===== config.mk =====
export PLATFORM = sky130hd
export DESIGN_NAME = touch_button_event_tracker_core
export DESIGN_NICKNAME = d
export VERILOG_FILES = /design/src/rtl/core/tbet_pkg.sv /design/src/rtl/core/touch_button_event_tracker_core.sv /design/src/rtl/core/tbet_cfg.sv /design/src/rtl/core/tbet_map.sv /design/src/rtl/core/tbet_fsm.sv
export VERILOG_INCLUDE_DIRS = /design/src /design/src/rtl/core
export SDC_FILE = /design/constraint.sdc
export NUM_CORES = 1
export LEC_CHECK = 0
export BUFFER_PORTS_ARGS = -buffer_cell sky130_fd_sc_hd__buf_2
export CAP_MARGIN = 5
export CORE_ASPECT_RATIO = 1.2
export CORE_MARGIN = 10
export CORE_UTILIZATION = 45
export DETAILED_ROUTE_END_ITERATION = 10
export GPL_TIMING_DRIVEN = 0
export PLACE_DENSITY_LB_ADDON = 0.2
export SLEW_MARGIN = 15
export SYNTH_ARGS = -nofsm -noshare
export SYNTH_HDL_FRONTEND = slang
export SYNTH_SLANG_ARGS = --single-unit

===== constraint.sdc =====
create_clock -name clk_i -period 26.7 [get_ports clk_i]
set_input_delay 4.005 -clock clk_i [delete_from_list [all_inputs] [get_ports clk_i]]
set_output_delay 4.005 -clock clk_i [all_outputs]
set_load 0.02 [all_outputs]

===== src/rtl/core/touch_button_event_tracker_core_defines.svh =====
// Assertion helpers shared by the touch button tracker core.
// Every property is clocked on clk_i and switched off while rst_ni is low.
`ifndef TOUCH_BUTTON_EVENT_TRACKER_CORE_DEFINES_SVH
`define TOUCH_BUTTON_EVENT_TRACKER_CORE_DEFINES_SVH

// Condition that holds in every cycle
`define TBET_ASSERT(label, expr, msg) \
  label: assert property (@(posedge clk_i) disable iff (!rst_ni) (expr)) else $error(msg);

// Condition in one cycle implies a consequence in the next cycle
`define TBET_ASSERT_NEXT(label, ante, cons, msg) \
  label: assert property (@(posedge clk_i) disable iff (!rst_ni) (ante) |=> (cons)) else $error(msg);

`endif


===== src/rtl/core/tbet_pkg.sv =====
`timescale 1ns / 1ps

package tbet_pkg;

  // Default screen size
  localparam int unsigned SCREEN_WIDTH_DEFAULT  = 240;
  localparam int unsigned SCREEN_HEIGHT_DEFAULT = 320;

  // Field widths
  localparam int unsigned RAW_W      = 10;
  localparam int unsigned PRESS_W    = 12;
  localparam int unsigned TIME_W     = 32;
  localparam int unsigned MS_W       = 16;
  localparam int unsigned EDGE_W     = 9;
  localparam int unsigned ROT_W      = 2;
  localparam int unsigned CFG_IDX_W  = 3;
  localparam int unsigned CFG_DATA_W = 16;
  localparam int unsigned EVENT_W    = 3;
  localparam int unsigned REDRAW_W   = 2;

  // Signed screen coordinate, wide enough for every rotation of the default screen size
  localparam int unsigned COORD_W = 12;

  // Converter calibration window
  localparam int unsigned RAW_X_MIN = 150;
  localparam int unsigned RAW_X_MAX = 920;
  localparam int unsigned RAW_Y_MIN = 120;
  localparam int unsigned RAW_Y_MAX = 940;

  // Pressure window
  localparam int unsigned PRESS_MIN = 10;
  localparam int unsigned PRESS_MAX = 1000;

  // Reciprocal scaling: quotient = (magnitude * k) >> SCALE_SHIFT
  localparam int unsigned SCALE_SHIFT = 20;
  localparam int unsigned SCALE_K_W   = 20;

  // Register reset values
  localparam int unsigned HOLD_THRESHOLD_RESET = 1000;
  localparam int unsigned HOLD_REPEAT_RESET    = 100;

  typedef enum logic [2:0] {
    MODE_ONESHOT       = 3'd0,
    MODE_MEMORY        = 3'd1,
    MODE_TIMER         = 3'd2,
    MODE_ONESHOT_TIMER = 3'd3,
    MODE_MEM_TIMER     = 3'd4
  } mode_e;

  typedef enum logic [EVENT_W-1:0] {
    EV_OFF      = 3'd0,
    EV_ON       = 3'd1,
    EV_PRESSED  = 3'd2,
    EV_RELEASED = 3'd3,
    EV_HOLD     = 3'd4
  } event_e;

  typedef enum logic [REDRAW_W-1:0] {
    RD_NONE     = 2'd0,
    RD_PRESSED  = 2'd1,
    RD_RELEASED = 2'd2
  } redraw_e;

  typedef enum logic [CFG_IDX_W-1:0] {
    CFG_MODE           = 3'd0,
    CFG_HOLD_THRESHOLD = 3'd1,
    CFG_HOLD_REPEAT    = 3'd2,
    CFG_LEFT           = 3'd3,
    CFG_TOP            = 3'd4,
    CFG_RIGHT          = 3'd5,
    CFG_BOTTOM         = 3'd6,
    CFG_ROTATION       = 3'd7
  } cfg_idx_e;

  typedef struct packed {
    mode_e             mode;
    logic [MS_W-1:0]   hold_threshold;
    logic [MS_W-1:0]   hold_repeat;
    logic [EDGE_W-1:0] left_edge;
    logic [EDGE_W-1:0] top_edge;
    logic [EDGE_W-1:0] right_edge;
    logic [EDGE_W-1:0] bottom_edge;
    logic [ROT_W-1:0]  rotation;
  } cfg_t;

endpackage


===== src/rtl/core/touch_button_event_tracker_core.sv =====
`timescale 1ns / 1ps
`include "touch_button_event_tracker_core_defines.svh"
// A sample transferred in is held in the sample register; its result moves into the output
// register when the result side can take it and is then offered on the result channel.
// Throughput: 1 sample per cycle while out_stall_i is low; the sample and result registers
// each hold one item and the mapping multiply plus state update sit between them.
// Reset (rst_ni low, asynchronous): pipeline empty, held flag and timers cleared,
// registers at mode one-shot, hold level 1000 ms, repeat 100 ms, edges and rotation 0.
module touch_button_event_tracker_core #(
  parameter int unsigned SCREEN_WIDTH  = tbet_pkg::SCREEN_WIDTH_DEFAULT,
  parameter int unsigned SCREEN_HEIGHT = tbet_pkg::SCREEN_HEIGHT_DEFAULT
) (
  input  logic                            clk_i,
  input  logic                            rst_ni,
  // sample channel
  input  logic                            in_valid_i,
  output logic                            in_stall_o,
  input  logic [tbet_pkg::RAW_W-1:0]      raw_x_i,
  input  logic [tbet_pkg::RAW_W-1:0]      raw_y_i,
  input  logic [tbet_pkg::PRESS_W-1:0]    pressure_i,
  input  logic                            release_confirmed_i,
  input  logic [tbet_pkg::TIME_W-1:0]     now_ms_i,
  // result channel
  output logic                            out_valid_o,
  input  logic                            out_stall_i,
  output logic [tbet_pkg::EVENT_W-1:0]    event_res_o,
  output logic [tbet_pkg::REDRAW_W-1:0]   redraw_o,
  // register write channel
  input  logic                            cfg_valid_i,
  output logic                            cfg_ready_o,
  input  logic [tbet_pkg::CFG_IDX_W-1:0]  cfg_index_i,
  input  logic [tbet_pkg::CFG_DATA_W-1:0] cfg_data_i
);
  import tbet_pkg::*;

  cfg_t cfg;

  logic               s1_valid_q, s1_valid_d;
  logic [RAW_W-1:0]   raw_x_q, raw_y_q;
  logic [PRESS_W-1:0] pressure_q;
  logic               confirmed_q;
  logic [TIME_W-1:0]  now_q;

  logic               out_valid_q, out_valid_d;
  event_e             event_q, event_d;
  redraw_e            redraw_q, redraw_d;

  logic               in_xfer, out_load, s1_adv, in_rect;

  // Handshake control
  assign out_load   = !out_valid_q || !out_stall_i;
  assign s1_adv     = s1_valid_q && out_load;
  assign in_stall_o = s1_valid_q && !out_load;
  assign in_xfer    = in_valid_i && !in_stall_o;
  assign cfg_ready_o = 1'b1;

  assign s1_valid_d  = in_xfer ? 1'b1 : (s1_adv ? 1'b0 : s1_valid_q);
  assign out_valid_d = out_load ? s1_valid_q : out_valid_q;

  tbet_cfg u_cfg (
    .clk_i       (clk_i),
    .rst_ni      (rst_ni),
    .cfg_valid_i (cfg_valid_i),
    .cfg_index_i (cfg_index_i),
    .cfg_data_i  (cfg_data_i),
    .cfg_o       (cfg)
  );

  tbet_map #(
    .SCREEN_WIDTH  (SCREEN_WIDTH),
    .SCREEN_HEIGHT (SCREEN_HEIGHT)
  ) u_map (
    .raw_x_i   (raw_x_q),
    .raw_y_i   (raw_y_q),
    .cfg_i     (cfg),
    .in_rect_o (in_rect)
  );

  tbet_fsm u_fsm (
    .clk_i       (clk_i),
    .rst_ni      (rst_ni),
    .upd_i       (s1_adv),
    .in_rect_i   (in_rect),
    .pressure_i  (pressure_q),
    .confirmed_i (confirmed_q),
    .now_i       (now_q),
    .cfg_i       (cfg),
    .event_o     (event_d),
    .redraw_o    (redraw_d)
  );

  // Valid flags
  always_ff @(posedge clk_i or negedge rst_ni) begin
    if (!rst_ni) begin
      s1_valid_q  <= 1'b0;
      out_valid_q <= 1'b0;
    end else begin
      s1_valid_q  <= s1_valid_d;
      out_valid_q <= out_valid_d;
    end
  end

  // Sample register
  always_ff @(posedge clk_i) begin
    if (in_xfer) begin
      raw_x_q     <= raw_x_i;
      raw_y_q     <= raw_y_i;
      pressure_q  <= pressure_i;
      confirmed_q <= release_confirmed_i;
      now_q       <= now_ms_i;
    end
  end

  // Result register
  always_ff @(posedge clk_i) begin
    if (s1_adv) begin
      event_q  <= event_d;
      redraw_q <= redraw_d;
    end
  end

  assign out_valid_o = out_valid_q;
  assign event_res_o = event_q;
  assign redraw_o    = redraw_q;

  `TBET_ASSERT(a_stall_only_when_blocked, !in_stall_o || (out_valid_o && out_stall_i), "input stalled while result side free")
  `TBET_ASSERT_NEXT(a_sample_drains, s1_valid_q && !out_valid_q, out_valid_q, "sample did not reach result register")

endmodule


===== src/rtl/core/tbet_cfg.sv =====
`timescale 1ns / 1ps

module tbet_cfg (
  input  logic                           clk_i,
  input  logic                           rst_ni,
  input  logic                           cfg_valid_i,
  input  logic [tbet_pkg::CFG_IDX_W-1:0]  cfg_index_i,
  input  logic [tbet_pkg::CFG_DATA_W-1:0] cfg_data_i,
  output tbet_pkg::cfg_t                 cfg_o
);
  import tbet_pkg::*;

  cfg_t cfg_q, cfg_d;

  // Register write decode; out-of-range mode codes are dropped
  always_comb begin
    cfg_d = cfg_q;
    if (cfg_valid_i) begin
      unique case (cfg_idx_e'(cfg_index_i))
        CFG_MODE: begin
          if (cfg_data_i[2:0] <= MODE_MEM_TIMER) begin
            cfg_d.mode = mode_e'(cfg_data_i[2:0]);
          end
        end
        CFG_HOLD_THRESHOLD: cfg_d.hold_threshold = cfg_data_i[MS_W-1:0];
        CFG_HOLD_REPEAT:    cfg_d.hold_repeat    = cfg_data_i[MS_W-1:0];
        CFG_LEFT:           cfg_d.left_edge      = cfg_data_i[EDGE_W-1:0];
        CFG_TOP:            cfg_d.top_edge       = cfg_data_i[EDGE_W-1:0];
        CFG_RIGHT:          cfg_d.right_edge     = cfg_data_i[EDGE_W-1:0];
        CFG_BOTTOM:         cfg_d.bottom_edge    = cfg_data_i[EDGE_W-1:0];
        CFG_ROTATION:       cfg_d.rotation       = cfg_data_i[ROT_W-1:0];
        default:            cfg_d = cfg_q;
      endcase
    end
  end

  always_ff @(posedge clk_i or negedge rst_ni) begin
    if (!rst_ni) begin
      cfg_q.mode           <= MODE_ONESHOT;
      cfg_q.hold_threshold <= MS_W'(HOLD_THRESHOLD_RESET);
      cfg_q.hold_repeat    <= MS_W'(HOLD_REPEAT_RESET);
      cfg_q.left_edge      <= '0;
      cfg_q.top_edge       <= '0;
      cfg_q.right_edge     <= '0;
      cfg_q.bottom_edge    <= '0;
      cfg_q.rotation       <= '0;
    end else begin
      cfg_q <= cfg_d;
    end
  end

  assign cfg_o = cfg_q;

endmodule


===== src/rtl/core/tbet_map.sv =====
`timescale 1ns / 1ps

module tbet_map #(
  parameter int unsigned SCREEN_WIDTH  = tbet_pkg::SCREEN_WIDTH_DEFAULT,
  parameter int unsigned SCREEN_HEIGHT = tbet_pkg::SCREEN_HEIGHT_DEFAULT
) (
  input  logic [tbet_pkg::RAW_W-1:0] raw_x_i,
  input  logic [tbet_pkg::RAW_W-1:0] raw_y_i,
  input  tbet_pkg::cfg_t             cfg_i,
  output logic                       in_rect_o
);
  import tbet_pkg::*;

  localparam int unsigned XSpan = RAW_X_MAX - RAW_X_MIN;
  localparam int unsigned YSpan = RAW_Y_MAX - RAW_Y_MIN;
  localparam longint unsigned KxFull =
    ((longint'(SCREEN_WIDTH) << SCALE_SHIFT) + longint'(XSpan) - 1) / longint'(XSpan);
  localparam longint unsigned KyFull =
    ((longint'(SCREEN_HEIGHT) << SCALE_SHIFT) + longint'(YSpan) - 1) / longint'(YSpan);
  localparam logic [SCALE_K_W-1:0] KX = SCALE_K_W'(KxFull);
  localparam logic [SCALE_K_W-1:0] KY = SCALE_K_W'(KyFull);
  localparam logic signed [COORD_W-1:0] WIDTH_S  = COORD_W'(SCREEN_WIDTH);
  localparam logic signed [COORD_W-1:0] HEIGHT_S = COORD_W'(SCREEN_HEIGHT);
  localparam int unsigned PROD_W = RAW_W + SCALE_K_W;

  // span + trunc((raw - lo) * -span / range), quotient by reciprocal multiply
  function automatic logic signed [COORD_W-1:0] scale_axis(
    input logic [RAW_W-1:0]          raw,
    input logic [RAW_W-1:0]          lo,
    input logic [SCALE_K_W-1:0]      k,
    input logic signed [COORD_W-1:0] span
  );
    logic signed [RAW_W:0]        n;
    logic signed [RAW_W:0]        n_neg;
    logic [RAW_W-1:0]             mag;
    logic [PROD_W-1:0]            prod;
    logic [RAW_W-1:0]             q;
    logic signed [COORD_W-1:0]    qs;
    n     = $signed({1'b0, raw}) - $signed({1'b0, lo});
    n_neg = -n;
    mag   = n[RAW_W] ? n_neg[RAW_W-1:0] : n[RAW_W-1:0];
    prod  = PROD_W'(mag) * PROD_W'(k);
    q     = prod[PROD_W-1 -: RAW_W];
    qs    = $signed(COORD_W'(q));
    return n[RAW_W] ? (span + qs) : (span - qs);
  endfunction

  function automatic logic signed [COORD_W-1:0] clamp_axis(
    input logic signed [COORD_W-1:0] v,
    input logic signed [COORD_W-1:0] hi
  );
    logic signed [COORD_W-1:0] r;
    r = v;
    if (v < 0) begin
      r = '0;
    end else if (v > hi) begin
      r = hi;
    end
    return r;
  endfunction

  logic signed [COORD_W-1:0] tx, ty, dx, dy;
  logic signed [COORD_W-1:0] left_s, top_s, right_s, bottom_s;

  assign tx = scale_axis(raw_x_i, RAW_W'(RAW_X_MIN), KX, WIDTH_S);
  assign ty = scale_axis(raw_y_i, RAW_W'(RAW_Y_MIN), KY, HEIGHT_S);

  // Rotation select
  always_comb begin
    case (cfg_i.rotation)
      2'd0: begin
        dx = clamp_axis(tx, WIDTH_S);
        dy = clamp_axis(ty, HEIGHT_S);
      end
      2'd1: begin
        dx = ty;
        dy = tx;
      end
      2'd2: begin
        dx = WIDTH_S - clamp_axis(tx, WIDTH_S);
        dy = HEIGHT_S - clamp_axis(ty, HEIGHT_S);
      end
      default: begin
        dx = WIDTH_S - ty;
        dy = HEIGHT_S - tx;
      end
    endcase
  end

  // Strict rectangle test, signed
  assign left_s   = COORD_W'(cfg_i.left_edge);
  assign top_s    = COORD_W'(cfg_i.top_edge);
  assign right_s  = COORD_W'(cfg_i.right_edge);
  assign bottom_s = COORD_W'(cfg_i.bottom_edge);

  assign in_rect_o = (left_s < dx) && (dx < right_s) && (top_s < dy) && (dy < bottom_s);

endmodule


===== src/rtl/core/tbet_fsm.sv =====
`timescale 1ns / 1ps
`include "touch_button_event_tracker_core_defines.svh"

module tbet_fsm (
  input  logic                         clk_i,
  input  logic                         rst_ni,
  input  logic                         upd_i,
  input  logic                         in_rect_i,
  input  logic [tbet_pkg::PRESS_W-1:0] pressure_i,
  input  logic                         confirmed_i,
  input  logic [tbet_pkg::TIME_W-1:0]  now_i,
  input  tbet_pkg::cfg_t               cfg_i,
  output tbet_pkg::event_e             event_o,
  output tbet_pkg::redraw_e            redraw_o
);
  import tbet_pkg::*;

  logic              held_q, held_d;
  logic [TIME_W-1:0] hold_start_q, hold_start_d;
  logic [TIME_W-1:0] repeat_start_q, repeat_start_d;

  logic              hit, in_window, do_release, keeps_timers;
  logic              hold_due, repeat_due;
  logic [TIME_W-1:0] hold_mark, repeat_level;
  event_e            fresh_ev, before_ev;

  // Pressure windows: strict for a hit, inclusive for a slide-off
  assign hit       = in_rect_i && (pressure_i > PRESS_W'(PRESS_MIN))
                                && (pressure_i < PRESS_W'(PRESS_MAX));
  assign in_window = (pressure_i >= PRESS_W'(PRESS_MIN)) && (pressure_i <= PRESS_W'(PRESS_MAX));
  assign do_release = !hit && (((pressure_i == '0) && confirmed_i) || in_window);

  // Timer levels wrap at 32 bits
  assign hold_mark    = hold_start_q + TIME_W'(cfg_i.hold_threshold);
  assign repeat_level = repeat_start_q + TIME_W'(cfg_i.hold_repeat);
  assign hold_due     = now_i > hold_mark;
  assign repeat_due   = now_i > repeat_level;

  assign fresh_ev  = (cfg_i.mode == MODE_MEM_TIMER) ? EV_PRESSED : EV_ON;
  assign before_ev = (cfg_i.mode == MODE_ONESHOT_TIMER) ? EV_OFF : EV_ON;

  always_comb begin
    case (cfg_i.mode) inside
      MODE_MEMORY, MODE_MEM_TIMER: keeps_timers = 1'b1;
      default:                     keeps_timers = 1'b0;
    endcase
  end

  // Button state and event
  always_comb begin
    held_d         = held_q;
    hold_start_d   = hold_start_q;
    repeat_start_d = repeat_start_q;
    event_o        = held_q ? EV_ON : EV_OFF;
    redraw_o       = RD_NONE;
    if (hit) begin
      held_d = 1'b1;
      if (!held_q) begin
        redraw_o = RD_PRESSED;
      end
      case (cfg_i.mode)
        MODE_ONESHOT: event_o = held_q ? EV_OFF : EV_ON;
        MODE_MEMORY:  event_o = held_q ? EV_ON : EV_PRESSED;
        default: begin
          if (held_q) begin
            if (hold_due) begin
              if (repeat_due) begin
                repeat_start_d = now_i;
                event_o        = EV_HOLD;
              end else begin
                event_o = EV_OFF;
              end
            end else begin
              event_o = before_ev;
            end
          end else begin
            hold_start_d   = now_i;
            repeat_start_d = now_i;
            event_o        = fresh_ev;
          end
        end
      endcase
    end else if (do_release) begin
      held_d = 1'b0;
      if (held_q) begin
        redraw_o = RD_RELEASED;
      end
      if (held_q && keeps_timers) begin
        event_o = EV_RELEASED;
      end else begin
        hold_start_d   = now_i;
        repeat_start_d = now_i;
        event_o        = EV_OFF;
      end
    end
  end

  always_ff @(posedge clk_i or negedge rst_ni) begin
    if (!rst_ni) begin
      held_q         <= 1'b0;
      hold_start_q   <= '0;
      repeat_start_q <= '0;
    end else if (upd_i) begin
      held_q         <= held_d;
      hold_start_q   <= hold_start_d;
      repeat_start_q <= repeat_start_d;
    end
  end

  `TBET_ASSERT_NEXT(a_hit_sets_held, upd_i && hit, held_q, "hit did not set held flag")
  `TBET_ASSERT_NEXT(a_release_clears_held, upd_i && do_release, !held_q, "release kept held")
  `TBET_ASSERT(a_released_only_memory, (event_o != EV_RELEASED) || keeps_timers, "bad release")
  `TBET_ASSERT_NEXT(a_hold_restarts_repeat, upd_i && (event_o == EV_HOLD), repeat_start_q == $past(now_i), "hold event did not restart repeat timer")

endmodule


Word level (Yosys, flattened, before mapping)

Index checks and enable logic that the tools add are counted.

Logic and storage cells: 149
Register bits after elaboration: 210

Add/sub/neg operators: 14
Magnitude comparators: 15
Eq/ne operators: 17
Reductions and logical operators: 38
Multiply operators: 2
Mux-type cells: 43

Operators by type and width:

| kind                                                                                 | count |
|---|---|
| 32-bit 2-to-1 mux                                                                    | 10 |
| 12-bit 2-to-1 mux                                                                    | 8 |
| 12-bit case mux with 3 select lines                                                  | 2 |
| 32-bit by 16-bit adder with 32-bit output                                            | 2 |
| 32-bit > comparator                                                                  | 2 |
| 10-bit by 19-bit multiplier with 29-bit output, second input constant                | 2 |
| 10-bit by 12-bit < comparator with 1-bit output                                      | 2 |
| 12-bit by 1-bit < comparator with 1-bit output, second input constant                | 2 |
| 12-bit by 10-bit < comparator with 1-bit output                                      | 2 |
| 10-bit by 12-bit subtractor with 12-bit output, first input constant                 | 2 |
| 9-bit by 12-bit subtractor with 12-bit output, first input constant                  | 2 |
| 10-bit 2-to-1 mux                                                                    | 2 |
| 10-bit negator                                                                       | 2 |
| 2-bit AND reduction                                                                  | 8 |
| 3-bit equality test, second input constant                                           | 5 |
| 3-bit 2-to-1 mux                                                                     | 5 |
| 12-bit by 4-bit greater-or-equal comparator with 1-bit output, second input constant | 1 |
| 12-bit by 10-bit > comparator with 1-bit output, second input constant               | 1 |
| 12-bit by 4-bit > comparator with 1-bit output, second input constant                | 1 |
| 12-bit by 9-bit > comparator with 1-bit output, second input constant                | 1 |
| 12-bit by 10-bit <= comparator with 1-bit output, second input constant              | 1 |
| 1-bit logical AND                                                                    | 12 |
| 12-bit logical NOT                                                                   | 1 |
| 12-bit by 10-bit < comparator with 1-bit output, second input constant               | 1 |
| other kinds (26)                                                                     | 52 |

Depth between registers and ports, before layout

Gate-level depths: netlist (run 1).

Word-level depth: 22
Mapped depth: 56
Depth with buffers taken out: 55

By module

From an unflattened synthesis (run 1), not the netlist that was laid out.

Cells, all modules: 2147
Area, all modules: 21530.6 µm²

By module, submodules not included:

| module                          | sequential area each (µm²) | area an instance (µm²) | cells an instance | instances |
|---|---|---|---|---|
| tbet_map                        | 0.0                        | 10018.4                | 1237              | 1 |
| tbet_fsm                        | 1626.6                     | 6382.4                 | 660               | 1 |
| tbet_cfg                        | 1838.0                     | 2924.1                 | 170               | 1 |
| touch_button_event_tracker_core | 2152.1                     | 2205.9                 | 80                | 1 |

Worst setup path after synthesis (run 1)

OpenSTA, ideal clock, no wires.

Path type: register -> register
From: register raw_x_q[1]
To: register u_fsm.repeat_start_q[10]
Clock period less this slack: 12110 ps
Data arrival time: 11985 ps
Stages on the path, launching flop included: 50
Required time: 26575 ps
Path buffers: 2
Path slack: 14590 ps
Setup time: 125 ps
Path through: edfxtp_1 a211oi_1 o31a_1 clkbuf_1 nor2_1 xnor2_1 xor2_1 inv_1 fa_1 fa_1 inv_1 fa_1 inv_1 fa_1 inv_1 ha_1 nand4_1 or2_2 (+14 left out) o21ai_0 a21oi_2 and4b_1 xnor2_1 inv_1 ha_1 nor4_1 o211ai_1 a221oi_1 nand4_1 nor3_1 o211ai_1 a2111o_1 or3_4 or4_4 o211ai_4 buf_12 mux2_4

Cells in the longest elaborated chain, start to end: 22
Elaborated cells between the ends (all ways): 34
Those cells by class: 6 x add/sub; 1 x mul; 6 x order compare; 4 x eq/ne; 8 x mux; 9 x reduce/logical

RTL lines:

| element                                                                                                 | RTL line                               | RTL |
|---|---|---|
| start, declared                                                                                         | touch_button_event_tracker_core.sv:39  | `logic [RAW_W-1:0] raw_x_q, raw_y_q;` |
| start signal, assigned                                                                                  | touch_button_event_tracker_core.sv:106 | `raw_x_q <= raw_x_i;` |
| 10-bit by 8-bit subtractor with 11-bit output *                                                         | tbet_map.sv:39                         | `n = $signed({1'b0, raw}) - $signed({1'b0, lo});` |
| 10-bit negator                                                                                          | tbet_map.sv:40                         | `n_neg = -n;` |
| 10-bit 2-to-1 mux                                                                                       | tbet_map.sv:41                         | `mag = n[RAW_W] ? n_neg[RAW_W-1:0] : n[RAW_W-1:0];` |
| 10-bit by 19-bit multiplier with 29-bit output                                                          | tbet_map.sv:42                         | `prod = PROD_W'(mag) * PROD_W'(k);` |
| 8-bit by 9-bit subtractor with 10-bit output or 8-bit by 9-bit adder with 10-bit output (tied branches) | tbet_map.sv:45                         | `return n[RAW_W] ? (span + qs) : (span - qs);` |
| 12-bit 2-to-1 mux *                                                                                     | tbet_map.sv:45                         |  |
| 12-bit by 9-bit > comparator with 1-bit output                                                          | tbet_map.sv:56                         | `end else if (v > hi) begin` |
| 12-bit 2-to-1 mux                                                                                       | tbet_map.sv:56                         |  |
| (+5 left out)                                                                                           | n/a                                    |  |
| 1-bit logical AND (2 in a row)                                                                          | tbet_map.sv:96                         | `assign in_rect_o = (left_s < dx) && (dx < right_s) && (top_s < dy) && (dy < bottom_s);` |
| 1-bit logical AND *                                                                                     | tbet_map.sv:96                         |  |
| 1-bit logical AND *                                                                                     | tbet_fsm.sv:28                         | `assign hit = in_rect_i && (pressure_i > PRESS_W'(PRESS_MIN))` |
| 1-bit logical AND *                                                                                     | tbet_fsm.sv:29                         | `&& (pressure_i < PRESS_W'(PRESS_MAX));` |
| 1-bit logical NOT                                                                                       | tbet_fsm.sv:31                         | `assign do_release = !hit && (((pressure_i == '0) && confirmed_i) \|\| in_window);` |
| 1-bit logical AND                                                                                       | tbet_fsm.sv:31                         |  |
| 2-bit nonzero test (no line)                                                                            | n/a                                    |  |
| 6-bit AND reduction (no line)                                                                           | n/a                                    |  |
| end signal, assigned                                                                                    | tbet_fsm.sv:106                        | `repeat_start_q <= repeat_start_d;` |
| end, declared                                                                                           | tbet_fsm.sv:20                         | `logic [TIME_W-1:0] repeat_start_q, repeat_start_d;` |

Every way passes the cells marked *; elsewhere a longest branch is shown, timed or not. The select of a mux whose other input is x is not followed.
A chain may end at the register's enable or synchronous reset.

Worst setup path after layout (run 1)

From: register raw_x_q[6]
To: register u_fsm.repeat_start_q[3]

Same word-level chain as after synthesis.

==> results.cfg, run 1 <==
[detailed_routing]
avgViaCountPerCell = 5.57
drt_iter0_drc = 827
post-route-drc-count = 0
wl_per_cell_um = 18.4
dr_total_vias = 15800
dr.pass1.iters = 5
drtAntennaViolNets = 0
routed_wl_um = 52300

[clocking]
ctsHtreeMaxLevel = 1
path_clk_slew_ps = 60
hold_buffers = 0
root_buffer = clkbuf_16
cts_setup_buffers = 0
clk_path_buf_depth = 3
tritoncts = yes
cts.sinks = 210
numCtsBuffers = 23
clock_latency_ps = 540
cts_resized = 0

[sta]
slew_violations = 0
rsz0062_at_grt = no
finalCritPeriodShare_pct = 57.7
setup_viol = 0
hold_viol = 0
clock_skew_ps = 24.0
finalSetupTns_ps = 0
fmax_mhz = 64.9
worst_pin_slew_ps = 1210
fin_crit_ps = 15420
worst_slew_margin_rel_pct = 18.3

[yosys]
synth_top_family_by_area = adder cells
synthFlopType = dfrtp_1
synth-simple-area-share_pct = 12.3
synthTopCellsByArea = ha_1, dfrtp_1, edfxtp_1, fa_1, mux2_2
seq_area_frac_synth_pct = 26.7
synthMuxAreaShare_pct = 8.31
syn_area_per_cell_um2 = 10.1
synth_edf_count = 70
synth.most_common_cell = ha_1
synth_compound_area_share_pct = 13.6
ys_types = 105
yosys_warnings = 0
yosysTopAreaCell = ha_1
netlist_area_mm2 = 0.0210
syn_inst = 2089
synth-xor-area-share_pct = 5.20
synth_top_area_share_pct = 18.2
synth.top_cells.by_count = ha_1, inv_1, dfrtp_1, a21oi_1, mux2_2
synthAdderAreaFrac_pct = 27.9
syn-num-nets = 2585
synth-seq-cells = 210
async_reset_ff_share_pct = 66.7

[critical_path]
worstPathMaxFanout = 10
cp_num_buf_inv = 6
cp_common_cell = ha_1
crit_family = compound AO/OA/AOI/OAI gates
critPathCaptureType = flop
cp.required_ps = 27110
cp.arrival_ps = 15830
critPathKind = flop to flop
cp-start-kind = flop
slowest_delay_ps = 1020
critPathSlowestCell = o31ai_1

[placement]
gp_congestion = 0.946
io_buffer_count = 89
hpwl_um = 42500

[floorplanning]
dieArea_mm2 = 0.0558
num_rows = 86
io_pins = 97
die_height_um = 257
die_w_um = 217
core_mm2 = 0.0461
start_util_pct = 45.6

[layout]
layout-drive-gt1-share_pct = 15.4
finalNetCount = 2701
area_delta_synth_final_pct = 9.90

[global_route]
grt_antenna_before_repair = 3
grt_start_max_net_pins = 103
grt_pass1_vias = 16800
overflow = 0
grt_usage_pct = 18.6
grt_pass1_wl_um = 85100

[job]
cap_viol_max_count = 0

[outcome]
outcome = finished clean

[min_path]
worstHoldPathType = flop to flop
worst paths after layout:
check | startpoint | to | slack (ps) | cells past startpoint
worst max register to register | raw_x_q[6] | u_fsm.repeat_start_q[3] | 11280 | 48
max in group asynchronous | rst_ni | u_cfg.cfg_o[40] | 22510 | 2
worst max-delay path | raw_x_q[6] | u_fsm.repeat_start_q[3] | 11280 | 48
min in group asynchronous | rst_ni | u_fsm.hold_start_q[20] | 3350 | 1
worst min-delay path | s1_valid_q | out_valid_o | 480 | 1
worst min register to register | s1_valid_q | out_valid_o | 480 | 1
per-layer routing:
metal	vias up	GRT usage [%]	share of wire [%]
met2	290	34.6	52
met1	7754	21.2	41
met4	4	6.73	3.5
li1	7670	-	-
met5	-	0	0.040
met3	93	2.32	3.6
area by class of cell:
| class | instances | area (µm²) |
|---|---|---|
| fillers | 4334 | 23000 |
| multi-input cells | 1565 | 14200 |
| flip-flops and latches | 210 | 5620 |
| inverters | 276 | 1040 |
| well taps | 616 | 771 |
| clock buffers | 31 | 647 |
| repair buffers | 91 | 510 |
| plain buffers | 38 | 210 |
| clock inverters | 11 | 138 |
| diodes | 1 | 2.50 |
logic make-up after synthesis:
kind of cell	Yosys count
DFF	210
adders and majority gates	407
and+or+nand+nor	479
other	1
buffers and inverters	314
muxes	146
xor gates and xnor gates	123
AOI/OAI and AO/OA	409
cell usage in the layout, fill, tap and decap left out, types with 32 or more instances in the layout:
| cell type | count |
|---|---|
| ha_1 | 305 |
| inv_1 | 274 |
| dfrtp_1 | 131 |
| a21oi_1 | 111 |
| mux2_2 | 108 |
| fa_1 | 102 |
| nor2_1 | 95 |
| buf_2 | 94 |
| nand2_1 | 89 |
| xnor2_1 | 70 |
| edfxtp_1 | 70 |
| o21ai_0 | 60 |
| xor2_1 | 51 |
| nand3_1 | 45 |
| nand4_1 | 41 |
| nor2b_1 | 36 |
| a21o_1 | 33 |
| nor3_1 | 32 |
registers in the layout, indices dropped and copies added (netlist names):
signal / cells
now_q: 32
confirmed_q: 1
pressure_q: 12
event_res_o: 3
u_fsm.held_q: 1
u_cfg.cfg_o: 73
raw_y_q: 10
u_fsm.repeat_start_q: 32
redraw_o: 2
out_valid_o: 1
s1_valid_q: 1
raw_x_q: 10
u_fsm.hold_start_q: 32
through the flow:
stage          cells  util [%]  worst slack, ps  hold WS, ps  area (µm²)
2_1_floorplan   2089         -            14590          448       21000
3_3_place_gp    2794      48.3            11520          468       22200
3_5_place_dp    2796      48.4            11430          470       22300
4_1_cts         2838      50.1            11370          469       23100
5_1_grt         2838      50.2            10530          497       23100
6_report        2839      50.2            11280          483       23100
Power of run 1 is not shown: default switching activity piles up to over one toggle a cycle in this logic, so the estimate is an artifact.
==> run 2, diff against run 1 <==
==> constraint.sdc (replaced) <==
create_clock -name clk_i -period 13.32 [get_ports clk_i]
set_input_delay 1.998 -clock clk_i [delete_from_list [all_inputs] [get_ports clk_i]]
set_output_delay 1.998 -clock clk_i [all_outputs]
set_load 0.02 [all_outputs]
==> run 2 against run 1 <==
Wire length is 3.9% higher. Clock skew is 1.6 ps higher. Count of clock-buffer cells in the layout stayed put. Sequential share of layout area shrank 1.2 points. Final area is 5.4% higher. Register-to-register slack got worse by 11000 ps. Die area is the same. Via count rose by 2.2%. Global-route usage grew 0.17 points. Cell count increased by 2.7%. Largest cell class unchanged. Highest routed layer unchanged.
==> results.cfg, run 2 (synthesis gave the netlist of run 1 again) <==
[outcome]
outcome = finished clean

[clocking]
tritoncts = yes
numCtsBuffers = 23
clk_path_buf_depth = 3
root_buffer = clkbuf_16
path_clk_slew_ps = 60
ctsHtreeMaxLevel = 1
cts.sinks = 210
clock_latency_ps = 540

[global_route]
grt_pass1_vias = 16900
overflow = 0
grt_antenna_before_repair = 3
grt_pass1_wl_um = 85700
grt_usage_pct = 18.8
grt_start_max_net_pins = 103

[detailed_routing]
dr.pass1.iters = 5
dr_total_vias = 16200
wl_per_cell_um = 18.6
drtAntennaViolNets = 0
avgViaCountPerCell = 5.54
drt_iter0_drc = 750
routed_wl_um = 54300
post-route-drc-count = 0

[sta]
clock_skew_ps = 25.6
worst_pin_slew_ps = 948
hold_viol = 0
slew_violations = 0
setup_viol = 0
fmax_mhz = 77.4
worst_slew_margin_rel_pct = 36.8
finalCritPeriodShare_pct = 97.0
fin_crit_ps = 12920

[job]
cap_viol_max_count = 0

[floorplanning]
core_mm2 = 0.0461
start_util_pct = 45.6
die_height_um = 257
io_pins = 97
die_w_um = 217
dieArea_mm2 = 0.0558
num_rows = 86

[critical_path]
cp.arrival_ps = 13340
cp-start-kind = flop
cp_num_buf_inv = 11
crit_family = adder cells
cp.required_ps = 13730
critPathKind = flop to flop
cp_common_cell = inv_1
critPathCaptureType = flop
critPathSlowestCell = or4_4
worstPathMaxFanout = 6
slowest_delay_ps = 630

[placement]
dpl.cell_count = 2796
hpwl_um = 42500
gp_congestion = 0.946
io_buffer_count = 89

[layout]
layout-drive-gt1-share_pct = 22.3
fillCellCount = 4204
largest_reg_flops = 73
finalNetCount = 2779
layout_common_cells = ha_1, inv_1, dfrtp_1, mux2_2, a21oi_1
layout_commonest_cell = ha_1
finalNonFillerCells = 2917
area_delta_synth_final_pct = 15.8

[min_path]
worstHoldPathType = flop to flop
run 2: changes by cell type in the layout (fill, tap and decap cells not counted), moves of 7 or more:
cell	delta
xor2_2	+10
xnor2_2	+9
xor2_1	-12
nor3_1	-7
xnor2_1	-13
o21ai_0	-10
ha_1	-10
ha_2	+9
buf_4	+78
run 2: worst paths after layout:
path	from	endpoint	slack, ps	depth (start not counted)
setup / recovery	raw_x_q[2]	u_fsm.repeat_start_q[18]	400	54
hold / removal	s1_valid_q	out_valid_o	480	1
hold reg to reg	s1_valid_q	out_valid_o	480	1
setup reg to reg	raw_x_q[2]	u_fsm.repeat_start_q[18]	400	54
max in group asynchronous	rst_ni	u_fsm.hold_start_q[3]	11120	2
min in group asynchronous	rst_ni	u_fsm.hold_start_q[20]	1340	1
run 2: cell type report:
class,count,area (µm²),area share [%]
Inverter,276,1040,4.27
Antenna cell,1,2.50,0.0103
Buffer,38,226,0.930
Tap cell,616,771,3.17
Clock inverter,11,138,0.565
Multi-Input combinational cell,1565,14800,60.7
Sequential cell,210,5620,23.1
Timing Repair Buffer,169,1130,4.63
Clock buffer,31,647,2.66
run 2: through the flow:
step | setup WS [ps] | cell area, µm² | hold slack [ps] | util (%) | TNS [ps]
6_report | 396 | 24300 | 484 | 52.9 | 0
5_1_grt | -177 | 24300 | 498 | 52.8 | -5870
4_1_cts | 6.24 | 23500 | 469 | 50.9 | 0
3_5_place_dp | -1950 | 22300 | 470 | 48.4 | -127730
3_3_place_gp | -1860 | 22200 | 468 | 48.3 | -122340
2_1_floorplan | 1210 | 21000 | 448 | - | 0
run 2: timing repair:
action	in CTS	in global routing
setup buffers	18	59
pin swaps	8	42
endpoints found under the hold margin	0	0
endpoints found under the setup margin	70	70
cloned	0	1
gates resized for setup	38	98
hold buffers	0	0
run 2: metal layers:
metal / up-vias / share of wire (%) / GRT usage (%)
met3: 97 / 3.7 / 2.31
met2: 276 / 53 / 34.9
met5: - / 0.039 / 0
met1: 7971 / 40 / 21.4
li1: 7812 / - / -
met4: 4 / 3.4 / 6.79
Power of run 2 is left out for the same reason.
